**config.mk**
```make
export PLATFORM = sky130hd
export DESIGN_NAME = reference_position_tracker_flat
export DESIGN_NICKNAME = d
export VERILOG_FILES = /design/src/hdl/rpt_pkg.sv /design/src/hdl/rpt_req_if.sv /design/src/hdl/rpt_rsp_if.sv /design/src/hdl/rpt_mul.sv /design/src/hdl/reference_position_tracker.sv /design/src/flat_wrapper.sv
export VERILOG_INCLUDE_DIRS = /design/src /design/src/hdl
export SDC_FILE = /design/constraint.sdc
export NUM_CORES = 2
export LEC_CHECK = 0
export BUFFER_PORTS_ARGS = -buffer_cell sky130_fd_sc_hd__buf_2
export CORE_MARGIN = 10
export CORE_UTILIZATION = 41
export CTS_BUF_LIST = sky130_fd_sc_hd__clkbuf_4
export DETAILED_ROUTE_END_ITERATION = 16
export GPL_ROUTABILITY_DRIVEN = 1
export GPL_TIMING_DRIVEN = 1
export SYNTH_ARGS = -nofsm -noshare
export SYNTH_HDL_FRONTEND = slang
export SYNTH_HIERARCHICAL = 1
export SYNTH_SLANG_ARGS = --single-unit
```
**constraint.sdc**
```tcl
create_clock -name clock -period 19.4 [get_ports clock]
set_clock_uncertainty 0.1 [all_clocks]
set_input_delay 0.97 -clock clock [delete_from_list [all_inputs] [get_ports clock]]
set_output_delay 0.97 -clock clock [all_outputs]
set_load 0.01 [all_outputs]
```
**src/hdl/assert_macros.svh**
```systemverilog
// assertion macros used by the tracker rtl file
`ifndef ASSERT_MACROS_SVH
`define ASSERT_MACROS_SVH

// same-cycle implication, sampled on clock, off during reset
`define ASSERT_IMPLIES(label, ante, cons) \
   label: assert property (@(posedge clock) disable iff (reset) (ante) |-> (cons)) \
      else $error("implication check failed");

// next-cycle implication, sampled on clock, off during reset
`define ASSERT_NEXT(label, ante, cons) \
   label: assert property (@(posedge clock) disable iff (reset) (ante) |=> (cons)) \
      else $error("next-cycle check failed");

`endif

```
**src/hdl/rpt_pkg.sv**
```systemverilog
// types and constants of the reference position tracker
package rpt_pkg;

   localparam int POS_W        = 64;
   localparam int RATIO_W      = 32;
   localparam int FRAME_W      = 13;
   localparam int GAIN_W       = 16;
   localparam int HYST_W       = 16;
   localparam int THRESH_W     = 36;
   localparam int READ_INDEX_W = 48;
   localparam int EVENT_W      = 3;
   localparam int JUMP_W       = 32;

   localparam int CSR_INDEX_W  = 2;
   localparam int CSR_DATA_W   = 36;

   localparam int FRAC_BITS_DEF  = 16;
   localparam int INDEX_BITS_DEF = 48;
   localparam int RATIO_FRAC     = 30;
   localparam int GAIN_FRAC      = 16;

   // shared multiplier: frame by ratio, then gain by error magnitude
   localparam int MUL_A_W = 16;
   localparam int MUL_B_W = 36;
   localparam int MUL_P_W = MUL_A_W + MUL_B_W;

   localparam logic [FRAME_W-1:0]  FRAME_RST  = FRAME_W'(480);
   localparam logic [GAIN_W-1:0]   GAIN_RST   = GAIN_W'(655);
   localparam logic [HYST_W-1:0]   HYST_RST   = HYST_W'(49152);
   localparam logic [THRESH_W-1:0] THRESH_RST = THRESH_W'(31457280);

   localparam logic [CSR_INDEX_W-1:0] CSR_FRAME  = 2'd0;
   localparam logic [CSR_INDEX_W-1:0] CSR_GAIN   = 2'd1;
   localparam logic [CSR_INDEX_W-1:0] CSR_HYST   = 2'd2;
   localparam logic [CSR_INDEX_W-1:0] CSR_THRESH = 2'd3;

   typedef enum logic [EVENT_W-1:0] {
      EV_TRACKED    = 3'd0,
      EV_SLIP_FWD   = 3'd1,
      EV_SLIP_BACK  = 3'd2,
      EV_FIRST_LOCK = 3'd3,
      EV_RELOCK     = 3'd4
   } event_type;

endpackage

```
**src/hdl/rpt_req_if.sv**
```systemverilog
// request channel: predicted position and rate ratio
interface rpt_req_if;
   import rpt_pkg::*;

   logic                      valid;
   logic                      ready;
   logic signed [POS_W-1:0]   predicted_position;
   logic        [RATIO_W-1:0] rate_ratio;

   modport source (output valid, output predicted_position, output rate_ratio, input ready);
   modport sink   (input valid, input predicted_position, input rate_ratio, output ready);
endinterface

```
**src/hdl/rpt_rsp_if.sv**
```systemverilog
// response channel: read index, event code and jump total
interface rpt_rsp_if;
   import rpt_pkg::*;

   logic                           valid;
   logic                           ready;
   logic signed [READ_INDEX_W-1:0] read_index;
   logic        [EVENT_W-1:0]      event_code;
   logic        [JUMP_W-1:0]       jump_total;

   modport source (output valid, output read_index, output event_code, output jump_total,
                   input ready);
   modport sink   (input valid, input read_index, input event_code, input jump_total,
                   output ready);
endinterface

```
**src/hdl/rpt_mul.sv**
```systemverilog
// shared registered multiplier of the tracker sequencer
module rpt_mul (
   input  logic                          clock,
   input  logic [rpt_pkg::MUL_A_W-1:0]   mul_a,
   input  logic [rpt_pkg::MUL_B_W-1:0]   mul_b,
   output logic [rpt_pkg::MUL_P_W-1:0]   product_ff
);
   import rpt_pkg::*;

   always_ff @(posedge clock) begin
      product_ff <= MUL_P_W'(mul_a) * MUL_P_W'(mul_b);
   end

endmodule

```
**src/hdl/reference_position_tracker.sv**
```systemverilog
// Reference position tracker. One request per audio frame carries a predicted
// reference position (signed, FRAC_BITS fraction bits) and a Q2.30 rate ratio;
// one response gives the integer read index, an event code and the running
// jump count. A small sequencer steps each request through one shared 16x36
// registered multiplier and one wide add per cycle: a tracked frame runs the
// advance to slip steps, a relock and the first lock end in the snap steps.
// The request side is not ready while a request is in work; a finished
// response waits in its output register, and the sequencer holds in its last
// step only if the previous response has not yet been taken.
`include "assert_macros.svh"

module reference_position_tracker #(
   parameter int FRAC_BITS  = rpt_pkg::FRAC_BITS_DEF,
   parameter int INDEX_BITS = rpt_pkg::INDEX_BITS_DEF
) (
   input  logic                            clock,
   input  logic                            reset,
   rpt_req_if.sink                         req_ch,
   rpt_rsp_if.source                       rsp_ch,
   input  logic                            csr_we,
   input  logic [rpt_pkg::CSR_INDEX_W-1:0] csr_index,
   input  logic [rpt_pkg::CSR_DATA_W-1:0]  csr_data
);
   import rpt_pkg::*;

   localparam int ADV_SHIFT = RATIO_FRAC - FRAC_BITS;
   localparam logic [MUL_P_W-1:0] ADV_HALF  = MUL_P_W'(1) << (ADV_SHIFT - 1);
   localparam logic [MUL_P_W-1:0] PULL_HALF = MUL_P_W'(1) << (GAIN_FRAC - 1);
   localparam logic [POS_W-1:0]   SNAP_HALF = POS_W'(1) << (FRAC_BITS - 1);

   typedef enum logic [3:0] {
      S_IDLE,
      S_ADV,
      S_ERR,
      S_CHK,
      S_PULL,
      S_OFF,
      S_SLIP,
      S_SNAP_MAG,
      S_SNAP_RND,
      S_SNAP_NEG,
      S_DONE
   } state_type;

   state_type                state_ff, state_in;
   logic                     locked_ff, locked_in;
   logic [POS_W-1:0]         pos_ff, pos_in;
   logic [INDEX_BITS-1:0]    idx_ff, idx_in;
   logic [JUMP_W-1:0]        jump_ff, jump_in;
   logic [FRAME_W-1:0]       frame_ff, frame_in;
   logic [GAIN_W-1:0]        gain_ff, gain_in;
   logic [HYST_W-1:0]        hyst_ff, hyst_in;
   logic [THRESH_W-1:0]      thresh_ff, thresh_in;
   logic                     rsp_valid_ff, rsp_valid_in;

   logic [POS_W-1:0]         pred_ff, pred_in;
   logic [POS_W-1:0]         work_ff, work_in;
   logic                     ovf_ff, ovf_in;
   event_type                event_ff, event_in;
   logic [READ_INDEX_W-1:0]  rsp_index_ff, rsp_index_in;
   event_type                rsp_event_ff, rsp_event_in;
   logic [JUMP_W-1:0]        rsp_jump_ff, rsp_jump_in;

   logic [MUL_A_W-1:0]       mul_a;
   logic [MUL_B_W-1:0]       mul_b;
   logic [MUL_P_W-1:0]       mul_p;

   logic [POS_W-1:0]         idx_sx;
   logic [POS_W-1:0]         work_mag;
   logic [POS_W-1:0]         err;
   logic [MUL_P_W-1:0]       adv_sum;
   logic [MUL_P_W-1:0]       pull_sum;

   rpt_mul u_mul (
      .clock      (clock),
      .mul_a      (mul_a),
      .mul_b      (mul_b),
      .product_ff (mul_p)
   );

   assign idx_sx   = {{(POS_W-INDEX_BITS){idx_ff[INDEX_BITS-1]}}, idx_ff};
   assign work_mag = work_ff[POS_W-1] ? (POS_W'(0) - work_ff) : work_ff;
   assign err      = pred_ff - pos_ff;
   assign adv_sum  = mul_p + ADV_HALF;
   assign pull_sum = mul_p + PULL_HALF;

   // multiplier operands: frame by ratio at request, gain by error magnitude at check
   always_comb begin
      if (state_ff == S_CHK) begin
         mul_a = MUL_A_W'(gain_ff);
         mul_b = work_mag[MUL_B_W-1:0];
      end else begin
         mul_a = MUL_A_W'(frame_ff);
         mul_b = MUL_B_W'(req_ch.rate_ratio);
      end
   end

   always_comb begin
      state_in     = state_ff;
      locked_in    = locked_ff;
      pos_in       = pos_ff;
      idx_in       = idx_ff;
      jump_in      = jump_ff;
      frame_in     = frame_ff;
      gain_in      = gain_ff;
      hyst_in      = hyst_ff;
      thresh_in    = thresh_ff;
      pred_in      = pred_ff;
      work_in      = work_ff;
      ovf_in       = ovf_ff;
      event_in     = event_ff;
      rsp_index_in = rsp_index_ff;
      rsp_event_in = rsp_event_ff;
      rsp_jump_in  = rsp_jump_ff;
      rsp_valid_in = rsp_valid_ff & ~rsp_ch.ready;

      if (csr_we) begin
         case (csr_index)
            CSR_FRAME:  frame_in  = csr_data[FRAME_W-1:0];
            CSR_GAIN:   gain_in   = csr_data[GAIN_W-1:0];
            CSR_HYST:   hyst_in   = csr_data[HYST_W-1:0];
            CSR_THRESH: thresh_in = csr_data[THRESH_W-1:0];
            default: ;
         endcase
      end

      case (state_ff)
         S_IDLE: begin
            if (req_ch.valid) begin
               pred_in = req_ch.predicted_position;
               if (locked_ff) begin
                  state_in = S_ADV;
               end else begin
                  event_in = EV_FIRST_LOCK;
                  state_in = S_SNAP_MAG;
               end
            end
         end
         S_ADV: begin
            pos_in   = pos_ff + POS_W'(adv_sum >> ADV_SHIFT);
            idx_in   = idx_ff + INDEX_BITS'(frame_ff);
            state_in = S_ERR;
         end
         S_ERR: begin
            work_in  = err;
            ovf_in   = ((pred_ff[POS_W-1] ^ pos_ff[POS_W-1])
                        & (pred_ff[POS_W-1] ^ err[POS_W-1]));
            state_in = S_CHK;
         end
         S_CHK: begin
            if (ovf_ff || work_mag >= POS_W'(thresh_ff)) begin
               jump_in  = jump_ff + JUMP_W'(1);
               event_in = EV_RELOCK;
               state_in = S_SNAP_MAG;
            end else begin
               state_in = S_PULL;
            end
         end
         S_PULL: begin
            // pull toward prediction, magnitude rounded half away from zero
            if (work_ff[POS_W-1]) begin
               pos_in = pos_ff - POS_W'(pull_sum >> GAIN_FRAC);
            end else begin
               pos_in = pos_ff + POS_W'(pull_sum >> GAIN_FRAC);
            end
            state_in = S_OFF;
         end
         S_OFF: begin
            work_in  = pos_ff - (idx_sx << FRAC_BITS);
            state_in = S_SLIP;
         end
         S_SLIP: begin
            if (work_mag > POS_W'(hyst_ff)) begin
               if (work_ff[POS_W-1]) begin
                  idx_in   = idx_ff - INDEX_BITS'(1);
                  event_in = EV_SLIP_BACK;
               end else begin
                  idx_in   = idx_ff + INDEX_BITS'(1);
                  event_in = EV_SLIP_FWD;
               end
               jump_in = jump_ff + JUMP_W'(1);
            end else begin
               event_in = EV_TRACKED;
            end
            state_in = S_DONE;
         end
         S_SNAP_MAG: begin
            work_in   = pred_ff[POS_W-1] ? (POS_W'(0) - pred_ff) : pred_ff;
            pos_in    = pred_ff;
            locked_in = 1'b1;
            state_in  = S_SNAP_RND;
         end
         S_SNAP_RND: begin
            work_in  = (work_ff + SNAP_HALF) >> FRAC_BITS;
            state_in = S_SNAP_NEG;
         end
         S_SNAP_NEG: begin
            if (pred_ff[POS_W-1]) begin
               idx_in = INDEX_BITS'(POS_W'(0) - work_ff);
            end else begin
               idx_in = work_ff[INDEX_BITS-1:0];
            end
            state_in = S_DONE;
         end
         S_DONE: begin
            if (!rsp_valid_ff || rsp_ch.ready) begin
               rsp_index_in = idx_sx[READ_INDEX_W-1:0];
               rsp_event_in = event_ff;
               rsp_jump_in  = jump_ff;
               rsp_valid_in = 1'b1;
               state_in     = S_IDLE;
            end
         end
         default: state_in = S_IDLE;
      endcase
   end

   always_ff @(posedge clock) begin
      if (reset) begin
         state_ff     <= S_IDLE;
         locked_ff    <= 1'b0;
         pos_ff       <= '0;
         idx_ff       <= '0;
         jump_ff      <= '0;
         frame_ff     <= FRAME_RST;
         gain_ff      <= GAIN_RST;
         hyst_ff      <= HYST_RST;
         thresh_ff    <= THRESH_RST;
         rsp_valid_ff <= 1'b0;
      end else begin
         state_ff     <= state_in;
         locked_ff    <= locked_in;
         pos_ff       <= pos_in;
         idx_ff       <= idx_in;
         jump_ff      <= jump_in;
         frame_ff     <= frame_in;
         gain_ff      <= gain_in;
         hyst_ff      <= hyst_in;
         thresh_ff    <= thresh_in;
         rsp_valid_ff <= rsp_valid_in;
      end
      pred_ff      <= pred_in;
      work_ff      <= work_in;
      ovf_ff       <= ovf_in;
      event_ff     <= event_in;
      rsp_index_ff <= rsp_index_in;
      rsp_event_ff <= rsp_event_in;
      rsp_jump_ff  <= rsp_jump_in;
   end

   assign req_ch.ready      = (state_ff == S_IDLE);
   assign rsp_ch.valid      = rsp_valid_ff;
   assign rsp_ch.read_index = rsp_index_ff;
   assign rsp_ch.event_code = rsp_event_ff;
   assign rsp_ch.jump_total = rsp_jump_ff;

   `ASSERT_NEXT(a_busy_after_request, req_ch.valid && req_ch.ready, !req_ch.ready)
   `ASSERT_NEXT(a_lock_holds, locked_ff, locked_ff)
   `ASSERT_IMPLIES(a_response_from_done, rsp_valid_in && !rsp_valid_ff, state_ff == S_DONE)

endmodule

```
**src/flat_wrapper.sv**
```systemverilog
// flat-port wrapper written by rule: the top's interface ports become plain ports
module reference_position_tracker_flat import rpt_pkg::*;
#(
   parameter int FRAC_BITS  = rpt_pkg::FRAC_BITS_DEF,
   parameter int INDEX_BITS = rpt_pkg::INDEX_BITS_DEF
)
  (clock, reset, csr_we, csr_index, csr_data, req_ch_valid, req_ch_predicted_position, req_ch_rate_ratio, req_ch_ready, rsp_ch_valid, rsp_ch_read_index, rsp_ch_event_code, rsp_ch_jump_total, rsp_ch_ready);
  rpt_req_if req_ch_i ();
  rpt_rsp_if rsp_ch_i ();
  input  logic clock;
  input  logic reset;
  input  logic csr_we;
  input  logic [rpt_pkg::CSR_INDEX_W-1:0] csr_index;
  input  logic [rpt_pkg::CSR_DATA_W-1:0] csr_data;
  input wire logic [$bits(req_ch_i.valid)-1:0] req_ch_valid;
  input wire logic [$bits(req_ch_i.predicted_position)-1:0] req_ch_predicted_position;
  input wire logic [$bits(req_ch_i.rate_ratio)-1:0] req_ch_rate_ratio;
  output wire logic [$bits(req_ch_i.ready)-1:0] req_ch_ready;
  output wire logic [$bits(rsp_ch_i.valid)-1:0] rsp_ch_valid;
  output wire logic [$bits(rsp_ch_i.read_index)-1:0] rsp_ch_read_index;
  output wire logic [$bits(rsp_ch_i.event_code)-1:0] rsp_ch_event_code;
  output wire logic [$bits(rsp_ch_i.jump_total)-1:0] rsp_ch_jump_total;
  input wire logic [$bits(rsp_ch_i.ready)-1:0] rsp_ch_ready;
  assign req_ch_i.valid = req_ch_valid;
  assign req_ch_i.predicted_position = req_ch_predicted_position;
  assign req_ch_i.rate_ratio = req_ch_rate_ratio;
  assign req_ch_ready = req_ch_i.ready;
  assign rsp_ch_valid = rsp_ch_i.valid;
  assign rsp_ch_read_index = rsp_ch_i.read_index;
  assign rsp_ch_event_code = rsp_ch_i.event_code;
  assign rsp_ch_jump_total = rsp_ch_i.jump_total;
  assign rsp_ch_i.ready = rsp_ch_ready;
  reference_position_tracker #(.FRAC_BITS(FRAC_BITS), .INDEX_BITS(INDEX_BITS)) u_core (.clock(clock), .reset(reset), .req_ch(req_ch_i), .rsp_ch(rsp_ch_i), .csr_we(csr_we), .csr_index(csr_index), .csr_data(csr_data));
endmodule
```
==> metrics.cfg <==
[worst_setup_path]
critical_path.max_fanout=48
ff2ff_setup_slack_ns=9.23
slowest_cell_on_the_critical_path=clkinv_1
crit_arrival_ns=11.05
cp-start-kind=flip-flop
cpPeakStageDelay_ns=0.79
cp-end-kind=flip-flop
critical_setup_path_class=reg2reg
required_ns=20.28
timing.critical_path.mode_cell=fa_1

[cts]
numCtsBuffers=138
post_cts_resized=0
clockRootBuffer=clkbuf_4
clk_transition_reported_paths_ns=0.07
htreeDepth=4
cts_setup_buffers=0
clock_sink_count=485
tritoncts=done
cts_max_path_buffers=3
clock_latency_ns=1.22
holdBufCountCts=101

[cells_and_area]
layout-drive-gt1-share_pct=8.217
layout-area-overhead-vs-synth_pct=8.965
final_nets=8435

[drt]
drt-pass1-iter-count=8
via_per_inst=5.822
postRouteWirelength_mm=218.8
routed_wire_length_per_instance_microns=23.20
drc_violation_count_after_routing=0
ant_nets=0
detail_route.iter0.violations=4737
route.vias.total=54907

[timing]
max_clock_freq_mhz=98.37
report.final.slew_viol_count=0
final_period_minus_worst_setup_slack_ns=10.17
setup-tns-final_ns=0
timing.final.crit_share_pct=52.40
tightestPinTransition_ns=1.337
setup_viol=0
max_slew_margin_vs_limit_pct=10.85
grt_setup_unrepaired=false
hold_viol_final=0

[worst_hold_path]
min_path_type=in2reg

[place]
hpwlAfterDp_mm=167.2
io_buffer_count=223
routabilityCongestion=0.9798

[grt]
globalRouteOverflowTotal=0
grt_first_pass_wirelength_mm=329.2
grt_pass1_vias=53794
grt_max_degree=90
grt.total_usage_pct=26.71
number_of_antenna_violations_at_the_first_check_in_global_routing=4

[floorplan]
die_area_sq_um=159500
io-pin-count=224
initial_core_util_pct=41.18
floorplan.core_area_sq_um=143300
die-width_microns=399.4
floorplan.rows=139
die_h_microns=399.4

[yosys]
synthCells=7293
ys.warnings.count=6
synth_fp_nets=8317
syn_avg_cell_area_sq_um=8.093
syn-cell-area_sq_um=59020

[run_status]
run_status=completed

[flow_run]
max_cap_violations=0

## layout make-up
| type | count | area (sq um) |
|---|---|---|
| fillers | 14502 | 79000 |
| well taps | 1903 | 2381 |
| repair buffers | 384 | 2584 |
| diodes | 7 | 17.52 |
| clock inverters | 51 | 342.8 |
| multi-input cells | 5635 | 42750 |
| flip-flops and latches | 485 | 11860 |
| clock buffers | 199 | 1494 |
| inverters | 767 | 2879 |
## worst max-delay path, delay by kind of cell, from the launching register on
kind	cells	cell delay [ns]
AOI/OAI and AO/OA	7	1.79
xor gates and xnor gates	1	0.16
adders and majority gates	7	3.52
buffers and inverters	7	1.94
DFF	1	0.75
and+or+nand+nor	6	1.63
## layout by cell type (no fill, tap or decap), types with 174 or more instances in the layout
| cell type | count |
|---|---|
| a21o_1 | 174 |
| a21oi_1 | 533 |
| and2_1 | 277 |
| buf_2 | 222 |
| clkbuf_4 | 199 |
| dfxtp_1 | 270 |
| edfxtp_1 | 215 |
| fa_1 | 478 |
| ha_1 | 407 |
| inv_1 | 765 |
| nand2_1 | 1068 |
| nand3_1 | 174 |
| nor2_1 | 335 |
| o21ai_0 | 298 |
| xnor2_1 | 321 |
| xor2_1 | 249 |
## stage by stage
step	hold slack, ns	setup slack (ns)	std cells	instance area (sq um)	utilization, %
after floorplan	0.3003	11.16	7293	59020	-
after global placement	0.3040	9.487	9073	61450	42.88
after detailed placement	0.3084	9.389	9073	61450	42.88
after CTS	0.1360	9.279	9424	64290	44.86
after global routing	0.1771	8.758	9429	64310	44.87
final	0.2082	9.235	9431	64310	44.88
## sequential cells by signal, indices dropped and copies added, names as in the netlist, 4 cells and up
name,cells
u_core/frame_ff,13
u_core/gain_ff,16
u_core/hyst_ff,16
u_core/idx_ff,48
u_core/jump_ff,32
u_core/pos_ff,64
u_core/pred_ff,64
u_core/rsp_ch.jump_total,32
u_core/rsp_ch.read_index,48
u_core/state_ff,4
u_core/thresh_ff,36
u_core/u_mul/product_ff,39
u_core/work_ff,64
## path summary, 6_finish.rpt
kind	from	endpoint	depth (start not counted)
hold / removal	reset	u_core/jump_ff[22]$_SDFFE_PP0P_	2
setup / recovery	u_core/state_ff[2]$_SDFFE_PP0P_	u_core/u_mul/product_ff[49]$_DFF_P_	28
hold reg to reg	u_core/event_ff[0]$_DFFE_PP_	u_core/rsp_ch.event_code[0]$_DFFE_PP_	0
setup reg to reg	u_core/state_ff[2]$_SDFFE_PP0P_	u_core/u_mul/product_ff[49]$_DFF_P_	28
## per-layer routing
metal  up-vias  wire, microns  track usage, %
met1     26779          87330           32.86
met2      2316         104100           45.07
li1      25257              -               -
met5         -             13               0
met4         2          12580           13.71
met3       553          14800           4.133
Power is not shown: default switching activity piles up to over one toggle a cycle in this logic, so the estimate is an artifact.
